$ cat config.mk
export PLATFORM = sky130hd
export DESIGN_NAME = crls_ctrl
export DESIGN_NICKNAME = d
export VERILOG_FILES = /design/src/hdl/crls_pkg.sv /design/src/hdl/crls_ctrl.sv
export SDC_FILE = /design/constraint.sdc
export NUM_CORES = 1
export LEC_CHECK = 0
export BUFFER_PORTS_ARGS = -buffer_cell sky130_fd_sc_hd__clkbuf_2
export CAP_MARGIN = 25
export CORE_UTILIZATION = 51
export DETAILED_ROUTE_END_ITERATION = 7
export GPL_ROUTABILITY_DRIVEN = 0
export PLACE_DENSITY = 0.73
export SLEW_MARGIN = 20
export SYNTH_ARGS = -nofsm -noshare
export SYNTH_HDL_FRONTEND = slang
export SYNTH_SLANG_ARGS = --single-unit
$ cat constraint.sdc
create_clock -name clock -period 6.1 [get_ports clock]
set_input_delay 1.22 -clock clock [delete_from_list [all_inputs] [get_ports clock]]
set_output_delay 1.22 -clock clock [all_outputs]
set_load 0.05 [all_outputs]
$ cat src/hdl/crls_pkg.sv
// Shared types, widths and arithmetic helpers for the linear system solver.
// No dependencies; every other file but crls_ram imports this package.
package crls_pkg;

   localparam int MAX_VARS_DEF = 8;

   localparam int ROW_W  = 3;
   localparam int COL_W  = 4;
   localparam int VAL_W  = 32;
   localparam int DET_W  = 64;
   localparam int SLOT_W = 3;
   localparam int STAT_W = 2;
   localparam int CFG_W  = 4;
   localparam int CSR_AW = 3;
   localparam int CSR_DW = 32;

   localparam logic [CSR_AW-1:0] CSR_VAR_COUNT = 3'd0;
   localparam logic [CFG_W-1:0]  VAR_COUNT_RST = 4'd2;

   localparam logic [STAT_W-1:0] STAT_UNIQUE   = 2'd0;
   localparam logic [STAT_W-1:0] STAT_INFINITE = 2'd1;
   localparam logic [STAT_W-1:0] STAT_NONE     = 2'd2;

   localparam logic [DET_W-1:0] DET_MAX = 64'h7FFF_FFFF_FFFF_FFFF;
   localparam logic [DET_W-1:0] DET_MIN = 64'h8000_0000_0000_0000;
   localparam logic [DET_W-1:0] DET_ONE = 64'h0000_0001_0000_0000;

   // source of the work matrix write data
   typedef enum logic [2:0] {
      WSRC_COEF,
      WSRC_A,
      WSRC_B,
      WSRC_SUB,
      WSRC_ZERO
   } wsrc_type;

   typedef struct packed {
      logic     w_we;
      wsrc_type w_src;
      logic     ld_a;
      logic     ld_b;
      logic     div_start;
      logic     div_sol;
      logic     mul_start;
      logic     mul_prod;
      logic     ratio_ld;
      logic     prod_init;
      logic     prod_ld;
      logic     flip_tgl;
      logic     flip_clr;
      logic     det_wr;
      logic     out_ld;
      logic     out_status;
      logic     out_final;
      logic     coef_clr;
   } cmd_type;

   typedef struct packed {
      logic a_zero;
      logic b_zero;
      logic div_done;
      logic mul_done;
      logic d0_zero;
      logic any_nz;
   } stat_type;

   function automatic logic [DET_W-1:0] mag64(input logic [DET_W-1:0] v);
      return v[DET_W-1] ? (~v + 64'd1) : v;
   endfunction

   function automatic logic [DET_W-1:0] from_mag64(input logic [DET_W-1:0] m,
                                                   input logic neg, input logic ovf);
      logic [DET_W-1:0] r;
      if (neg) begin
         r = (ovf || m[DET_W-1]) ? DET_MIN : (~m + 64'd1);
      end else begin
         r = (ovf || m[DET_W-1]) ? DET_MAX : m;
      end
      return r;
   endfunction

   function automatic logic [DET_W-1:0] sat_sub64(input logic [DET_W-1:0] a,
                                                  input logic [DET_W-1:0] b);
      logic [DET_W:0] d;
      logic [DET_W-1:0] r;
      d = {a[DET_W-1], a} - {b[DET_W-1], b};
      if (d[DET_W] != d[DET_W-1]) begin
         r = d[DET_W] ? DET_MIN : DET_MAX;
      end else begin
         r = d[DET_W-1:0];
      end
      return r;
   endfunction

   function automatic logic [DET_W-1:0] neg_sat64(input logic [DET_W-1:0] v);
      return (v == DET_MIN) ? DET_MAX : (~v + 64'd1);
   endfunction

endpackage

$ cat src/hdl/crls_ctrl.sv
// Solve sequencer: loads each work matrix, runs the elimination, the diagonal
// product and the final divisions, and handles both handshakes. Depends on crls_pkg.
module crls_ctrl #(
   parameter int MAX_VARS = crls_pkg::MAX_VARS_DEF,
   parameter int CW       = $clog2(MAX_VARS + 1),
   parameter int IW       = (MAX_VARS > 1) ? $clog2(MAX_VARS) : 1,
   parameter int WAW      = (MAX_VARS * MAX_VARS > 1) ? $clog2(MAX_VARS * MAX_VARS) : 1,
   parameter int CAW      = $clog2(MAX_VARS * (MAX_VARS + 1))
) (
   input  logic                        clock,
   input  logic                        reset,
   input  logic [crls_pkg::CFG_W-1:0]  var_count,
   input  logic                        req_acc,
   input  logic                        req_last,
   output logic                        req_ready,
   input  logic                        rsp_ready,
   output logic                        rsp_valid_ff,
   input  crls_pkg::stat_type          stat,
   output crls_pkg::cmd_type           cmd,
   output logic [WAW-1:0]              w_raddr,
   output logic [WAW-1:0]              w_waddr,
   output logic [CAW-1:0]              c_raddr,
   output logic [CW-1:0]               det_idx,
   output logic [IW-1:0]               sol_idx,
   output logic [crls_pkg::SLOT_W-1:0] out_slot
);
   import crls_pkg::*;

   localparam int NCOL = MAX_VARS + 1;

   typedef enum logic [4:0] {
      S_IDLE, S_LD_RD, S_LD_WR, S_EL_TOP, S_RA, S_RB, S_RB2, S_DEC,
      S_SW_RA, S_SW_RB, S_SW_W1, S_SW_W2, S_DIV,
      S_SB_RA, S_SB_RB, S_SB_M, S_SB_MW, S_SB_W, S_NEXTJ,
      S_PR_RD, S_PR_LD, S_PR_M, S_PR_W, S_DET_ST,
      S_OUT_TOP, S_SOL_W, S_OUT_WAIT, S_CLEAR
   } state_type;

   state_type   state_ff;
   logic [CW-1:0] r_ff, c_ff, i_ff, j_ff, k_ff, d_ff, o_ff;
   logic          last_ff;
   logic [CW-1:0] n, n_m1, swap_col, src_col, j_m1;

   function automatic logic [WAW-1:0] waddr(input logic [CW-1:0] r, input logic [CW-1:0] c);
      return WAW'(int'(r) * MAX_VARS + int'(c));
   endfunction

   always_comb begin
      if (var_count == '0) begin
         n = CW'(1);
      end else if (int'(var_count) > MAX_VARS) begin
         n = CW'(MAX_VARS);
      end else begin
         n = CW'(var_count);
      end
   end

   assign n_m1     = n - 1'b1;
   assign j_m1     = j_ff - 1'b1;
   // D uses the coefficients as they are; D_i takes column i from the constants
   assign swap_col = (d_ff == '0) ? n : (d_ff - 1'b1);
   assign src_col  = (c_ff == swap_col) ? n : c_ff;

   assign req_ready = (state_ff == S_IDLE);
   assign det_idx   = d_ff;
   assign sol_idx   = IW'(o_ff);
   assign out_slot  = SLOT_W'(o_ff);
   assign c_raddr   = CAW'(int'(r_ff) * NCOL + int'(src_col));

   always_comb begin
      cmd     = '0;
      w_raddr = '0;
      w_waddr = '0;
      case (state_ff)
         S_LD_RD: begin
            cmd.prod_init = 1'b1;
            cmd.flip_clr  = 1'b1;
         end
         S_LD_WR: begin
            cmd.w_we  = 1'b1;
            cmd.w_src = WSRC_COEF;
            w_waddr   = waddr(r_ff, c_ff);
         end
         S_RA: w_raddr = waddr(j_ff, i_ff);
         S_RB: begin
            w_raddr  = waddr(j_m1, i_ff);
            cmd.ld_a = 1'b1;
         end
         S_RB2: cmd.ld_b = 1'b1;
         S_DEC: begin
            cmd.flip_tgl  = !stat.a_zero && stat.b_zero;
            cmd.div_start = !stat.a_zero && !stat.b_zero;
         end
         S_SW_RA: w_raddr = waddr(j_ff, k_ff);
         S_SW_RB: begin
            w_raddr  = waddr(j_m1, k_ff);
            cmd.ld_a = 1'b1;
         end
         S_SW_W1: begin
            cmd.ld_b  = 1'b1;
            cmd.w_we  = 1'b1;
            cmd.w_src = WSRC_A;
            w_waddr   = waddr(j_m1, k_ff);
         end
         S_SW_W2: begin
            cmd.w_we  = 1'b1;
            cmd.w_src = WSRC_B;
            w_waddr   = waddr(j_ff, k_ff);
         end
         S_DIV: cmd.ratio_ld = stat.div_done;
         S_SB_RA: w_raddr = waddr(j_m1, k_ff);
         S_SB_RB: begin
            w_raddr  = waddr(j_ff, k_ff);
            cmd.ld_b = 1'b1;
         end
         S_SB_M: begin
            cmd.ld_a      = 1'b1;
            cmd.mul_start = 1'b1;
         end
         S_SB_W: begin
            cmd.w_we  = 1'b1;
            // pivot column of the reduced row is forced to zero
            cmd.w_src = (k_ff == i_ff) ? WSRC_ZERO : WSRC_SUB;
            w_waddr   = waddr(j_ff, k_ff);
         end
         S_PR_RD: w_raddr = waddr(i_ff, i_ff);
         S_PR_LD: cmd.ld_a = 1'b1;
         S_PR_M: begin
            cmd.mul_start = 1'b1;
            cmd.mul_prod  = 1'b1;
         end
         S_PR_W: begin
            cmd.mul_prod = 1'b1;
            cmd.prod_ld  = stat.mul_done;
         end
         S_DET_ST: cmd.det_wr = 1'b1;
         S_OUT_TOP: begin
            cmd.out_ld     = stat.d0_zero;
            cmd.out_status = stat.d0_zero;
            cmd.div_start  = !stat.d0_zero;
            cmd.div_sol    = 1'b1;
         end
         S_SOL_W: begin
            cmd.div_sol   = 1'b1;
            cmd.out_ld    = stat.div_done;
            cmd.out_final = (o_ff == n_m1);
         end
         S_CLEAR: cmd.coef_clr = 1'b1;
         default: ;
      endcase
   end

   always_ff @(posedge clock) begin
      if (reset) begin
         state_ff     <= S_IDLE;
         rsp_valid_ff <= 1'b0;
         last_ff      <= 1'b0;
         r_ff         <= '0;
         c_ff         <= '0;
         i_ff         <= '0;
         j_ff         <= '0;
         k_ff         <= '0;
         d_ff         <= '0;
         o_ff         <= '0;
      end else begin
         case (state_ff)
            S_IDLE: begin
               if (req_acc && req_last) begin
                  d_ff     <= '0;
                  r_ff     <= '0;
                  c_ff     <= '0;
                  state_ff <= S_LD_RD;
               end
            end
            S_LD_RD: state_ff <= S_LD_WR;
            S_LD_WR: begin
               if (c_ff == n_m1) begin
                  c_ff <= '0;
                  if (r_ff == n_m1) begin
                     r_ff     <= '0;
                     i_ff     <= '0;
                     j_ff     <= n_m1;
                     state_ff <= S_EL_TOP;
                  end else begin
                     r_ff     <= r_ff + 1'b1;
                     state_ff <= S_LD_RD;
                  end
               end else begin
                  c_ff     <= c_ff + 1'b1;
                  state_ff <= S_LD_RD;
               end
            end
            S_EL_TOP: begin
               if (j_ff > i_ff) begin
                  state_ff <= S_RA;
               end else if (i_ff == n_m1) begin
                  i_ff     <= '0;
                  state_ff <= S_PR_RD;
               end else begin
                  i_ff <= i_ff + 1'b1;
                  j_ff <= n_m1;
               end
            end
            S_RA:  state_ff <= S_RB;
            S_RB:  state_ff <= S_RB2;
            S_RB2: state_ff <= S_DEC;
            S_DEC: begin
               k_ff <= '0;
               if (stat.a_zero) begin
                  state_ff <= S_NEXTJ;
               end else if (stat.b_zero) begin
                  state_ff <= S_SW_RA;
               end else begin
                  state_ff <= S_DIV;
               end
            end
            S_SW_RA: state_ff <= S_SW_RB;
            S_SW_RB: state_ff <= S_SW_W1;
            S_SW_W1: state_ff <= S_SW_W2;
            S_SW_W2: begin
               if (k_ff == n_m1) begin
                  state_ff <= S_NEXTJ;
               end else begin
                  k_ff     <= k_ff + 1'b1;
                  state_ff <= S_SW_RA;
               end
            end
            S_DIV: begin
               if (stat.div_done) begin
                  state_ff <= S_SB_RA;
               end
            end
            S_SB_RA: state_ff <= S_SB_RB;
            S_SB_RB: state_ff <= S_SB_M;
            S_SB_M:  state_ff <= S_SB_MW;
            S_SB_MW: begin
               if (stat.mul_done) begin
                  state_ff <= S_SB_W;
               end
            end
            S_SB_W: begin
               if (k_ff == n_m1) begin
                  state_ff <= S_NEXTJ;
               end else begin
                  k_ff     <= k_ff + 1'b1;
                  state_ff <= S_SB_RA;
               end
            end
            S_NEXTJ: begin
               j_ff     <= j_m1;
               state_ff <= S_EL_TOP;
            end
            S_PR_RD: state_ff <= S_PR_LD;
            S_PR_LD: state_ff <= S_PR_M;
            S_PR_M:  state_ff <= S_PR_W;
            S_PR_W: begin
               if (stat.mul_done) begin
                  if (i_ff == n_m1) begin
                     state_ff <= S_DET_ST;
                  end else begin
                     i_ff     <= i_ff + 1'b1;
                     state_ff <= S_PR_RD;
                  end
               end
            end
            S_DET_ST: begin
               if (d_ff == n) begin
                  o_ff     <= '0;
                  state_ff <= S_OUT_TOP;
               end else begin
                  d_ff     <= d_ff + 1'b1;
                  r_ff     <= '0;
                  c_ff     <= '0;
                  state_ff <= S_LD_RD;
               end
            end
            S_OUT_TOP: begin
               if (stat.d0_zero) begin
                  rsp_valid_ff <= 1'b1;
                  last_ff      <= 1'b1;
                  state_ff     <= S_OUT_WAIT;
               end else begin
                  state_ff <= S_SOL_W;
               end
            end
            S_SOL_W: begin
               if (stat.div_done) begin
                  rsp_valid_ff <= 1'b1;
                  last_ff      <= (o_ff == n_m1);
                  state_ff     <= S_OUT_WAIT;
               end
            end
            S_OUT_WAIT: begin
               if (rsp_ready) begin
                  rsp_valid_ff <= 1'b0;
                  if (last_ff) begin
                     state_ff <= S_CLEAR;
                  end else begin
                     o_ff     <= o_ff + 1'b1;
                     state_ff <= S_OUT_TOP;
                  end
               end
            end
            S_CLEAR: state_ff <= S_IDLE;
            default: state_ff <= S_IDLE;
         endcase
      end
   end
endmodule

==> impl_results.md <==
* Status: finished, final reports clean
* Setup Skew at 0.00518 ns
* Post-route DRC at 0
* Die Area at 0.00820 sq mm
* Synth area leader: dfxtp_1
* Reg2reg end: i_ff[2]$_SDFFE_PP0P_
* Layout area overhead at 9.23%
* CTS tree: done
* Nets@finish at 608
* Peak VDD IR at 0.131 mV
* Worst Setup Slack post-DPL at 0.410 ns
* Endpoint class of the critical path: primary output
* Gr ovfl total at 0
* Syn Inst Count at 522
* Vias per inst at 6.22
* Detail Placement HPWL at 8420 um
* EDFF count, synth at 0
* Clock buffer depth at 2
* Reg-to-reg slack, setup at 3.28 ns
* Main flop type after synthesis: dfxtp_1
* Post-Synth Simple-Gate Area at 25.1%
* Vias in the first global route at 3,693
* Leak pwr at 1.89 nW
* Synth Register Bits at 35
* WL/cell at 16.8 um
* Synth top cells by count: nor2_1, nand2_1, dfxtp_1
* Largest fanout on the critical path at 12
* Global Route Usage Sum at 27.0%
* Hold path start: o_ff[3]$_SDFFE_PP0P_
* Core area at 0.00741 sq mm
* Filler Cells Inserted at 708
* Final core occ at 59.0%
* TritonCTS Sinks at 35
* Port Buf Inserts at 64
* Rows at 31
* Vias at 4,107
* Antenna Nets Post-Route at 0
* PwrDens at 265 mW/mm^2
* Worst min path class: flip-flop to flip-flop
* Sequential-to-total area share from yosys stat at 17.5%
* Worst-Skew Late Latency at 0.29 ns
* Hold Crit Endpoint: o_ff[3]$_SDFFE_PP0P_
* Mux cell area share after synthesis at 2.50%
* TritonCTS buffer count at 5
* Layout cell share with drive strength beyond 1 at 18.4%
* PnR worst setup slack at 0.423 ns
* CP arrival at 4.46 ns
* Hold_buf cts at 0
* Asr flop ratio synth at 0%
* Cell with the most instances after synthesis: nor2_1
* Largest cells by area after synthesis: dfxtp_1, ha_1, xnor2_1
* Fmax at 176 MHz
* R2r startpoint: state_ff[0]$_SDFFE_PP0P_
* Crit path time final at 5.68 ns
* Startpoint types: input pin
* Drt pass-1 iters at 5
* WL final at 11,100 um
* Post-CTS Resized at 0
* Area of the multi-input gates at 0.00297 sq mm
* Yosys warns at 0
* Pin count of the biggest net entering global routing at 37
* Yosys cell types at 82
* Root Buffer: clkbuf_8
* IO Count at 66
* Synth Cell Area at 0.00400 sq mm
* Total setup buffers inserted after CTS at 0
* Slew @ Worst Pin at 0.833 ns
* R2R cell count at 5
* Hold depth at 2
* Pins Over Slew Limit at 0
* Worst Path Required at 4.88 ns
* XOR/XNOR share of the synthesized area at 9.70%
* Avg Cell Area, Syn at 7.66 sq um
* Reg area at 701 sq um
* Clock slew at reported path FFs at 0.07 ns
* # setup viols final at 0
* Max Cap Violations at 0
* Initial DRC Count at 383
* Unrepaired setup endpoints after global routing: false
* Syn nets at 570
* Post-Synth Adder-Cell Area at 10.5%
* Die X-Extent at 90.6 um
* Crit share post-route at 93.1%
* Largest family of logic cells by synthesized area: compound AO/OA/AOI/OAI gates
* Initial antenna violation count at 0
* H-tree depth at 2
* First-pass GRT wire length at 17,900 um
* Initial Utilization at 54.0%
* Die height at 90.6 um
* Rel. slew slack at 43.9%
* # diodes at 0
* Setup TNS at 0 ns
* Critical path class: input pin to primary output
* Top-area cell type share of the netlist area at 17.5%
* Final Hold Fails at 0
* Compound-Gate Fraction of Synth Area at 26.3%
==> worst max path at each step <==
stage / from / endpoint / slack, ns / cells after the start
2_1_floorplan: var_count[2] / c_raddr[6] / 0.40 / 14
3_3_place_gp: var_count[3] / c_raddr[6] / 0.52 / 14
3_5_place_dp: var_count[3] / c_raddr[5] / 0.41 / 15
4_1_cts: var_count[3] / c_raddr[5] / 0.41 / 15
5_1_grt: var_count[3] / c_raddr[5] / 0.14 / 16
6_report: var_count[3] / c_raddr[6] / 0.42 / 14
==> layout by cell type (no fill, tap or decap), types with 7 or more instances in the layout <==
master,n
clkbuf_2,64
nor2_1,51
nand2_1,39
dfxtp_1,35
ha_1,32
a21oi_1,27
inv_1,26
xnor2_1,23
o21ai_0,21
nor3_1,20
nand3_1,19
xor2_1,13
nor2b_1,10
nand2b_1,9
o31ai_1,8
nand4_1,8
clkbuf_8,7
buf_4,7
==> flip-flops by register name, summed over array words and instances, names as in the netlist <==
register and cells:
j_ff 4, o_ff 4, det_idx 4, r_ff 4
state_ff 5, rsp_valid_ff 1, c_ff 4, k_ff 4
i_ff 4, last_ff 1
==> critical path, stage by stage <==
cell,delay (ns)
clkbuf_2,0.23
a21oi_1,0.10
o31ai_1,0.28
xor2_1,0.14
nor4_2,0.39
mux2_2,0.39
ha_1,0.32
ha_1,0.30
a21o_1,0.18
a21oi_1,0.22
o21bai_1,0.09
a21oi_1,0.17
xnor2_1,0.13
clkbuf_2,0.29
==> routing by layer <==
metal	vias up	share of wire, %	GRT usage [%]
met4	0	2.1	9.68
met1	1917	45	36.4
met5	-	0	0
met3	27	6.1	3.62
li1	1988	-	-
met2	175	46	43.6
==> cells by family after synthesis <==
kind of cell	Yosys count
compound gates	142
xor+xnor	39
fa+ha+maj	33
buf+inv	68
flops	35
mux	9
simple gates	196
==> per-stage QoR <==
step	area, sq um	instances	hold slack, ns	total power [mW]
2_1_floorplan	4000	522	0.480	0.828
3_3_place_gp	4270	652	0.494	0.944
3_5_place_dp	4270	652	0.526	0.956
4_1_cts	4370	660	0.543	1.15
5_1_grt	4370	660	0.591	1.23
6_report	4370	660	0.536	1.16
==> final cells by class <==
cell class / count / share of cell area (%)
multi-input cells: 419 / 67.9
flip-flops and latches: 35 / 16.0
repair buffers: 71 / 8.54
well taps: 99 / 2.84
inverters: 28 / 2.41
clock buffers: 8 / 2.29
==> power by group <==
group,leakage (nW),internal (mW),total [mW],switching [mW]
clock,0.0515,0.103,0.190,0.0869
combinational,1.55,0.225,0.681,0.456
sequential,0.283,0.246,0.285,0.0395
total,1.89,0.574,1.16,0.583
No activity file was read; power rests on OpenSTA's default activity.
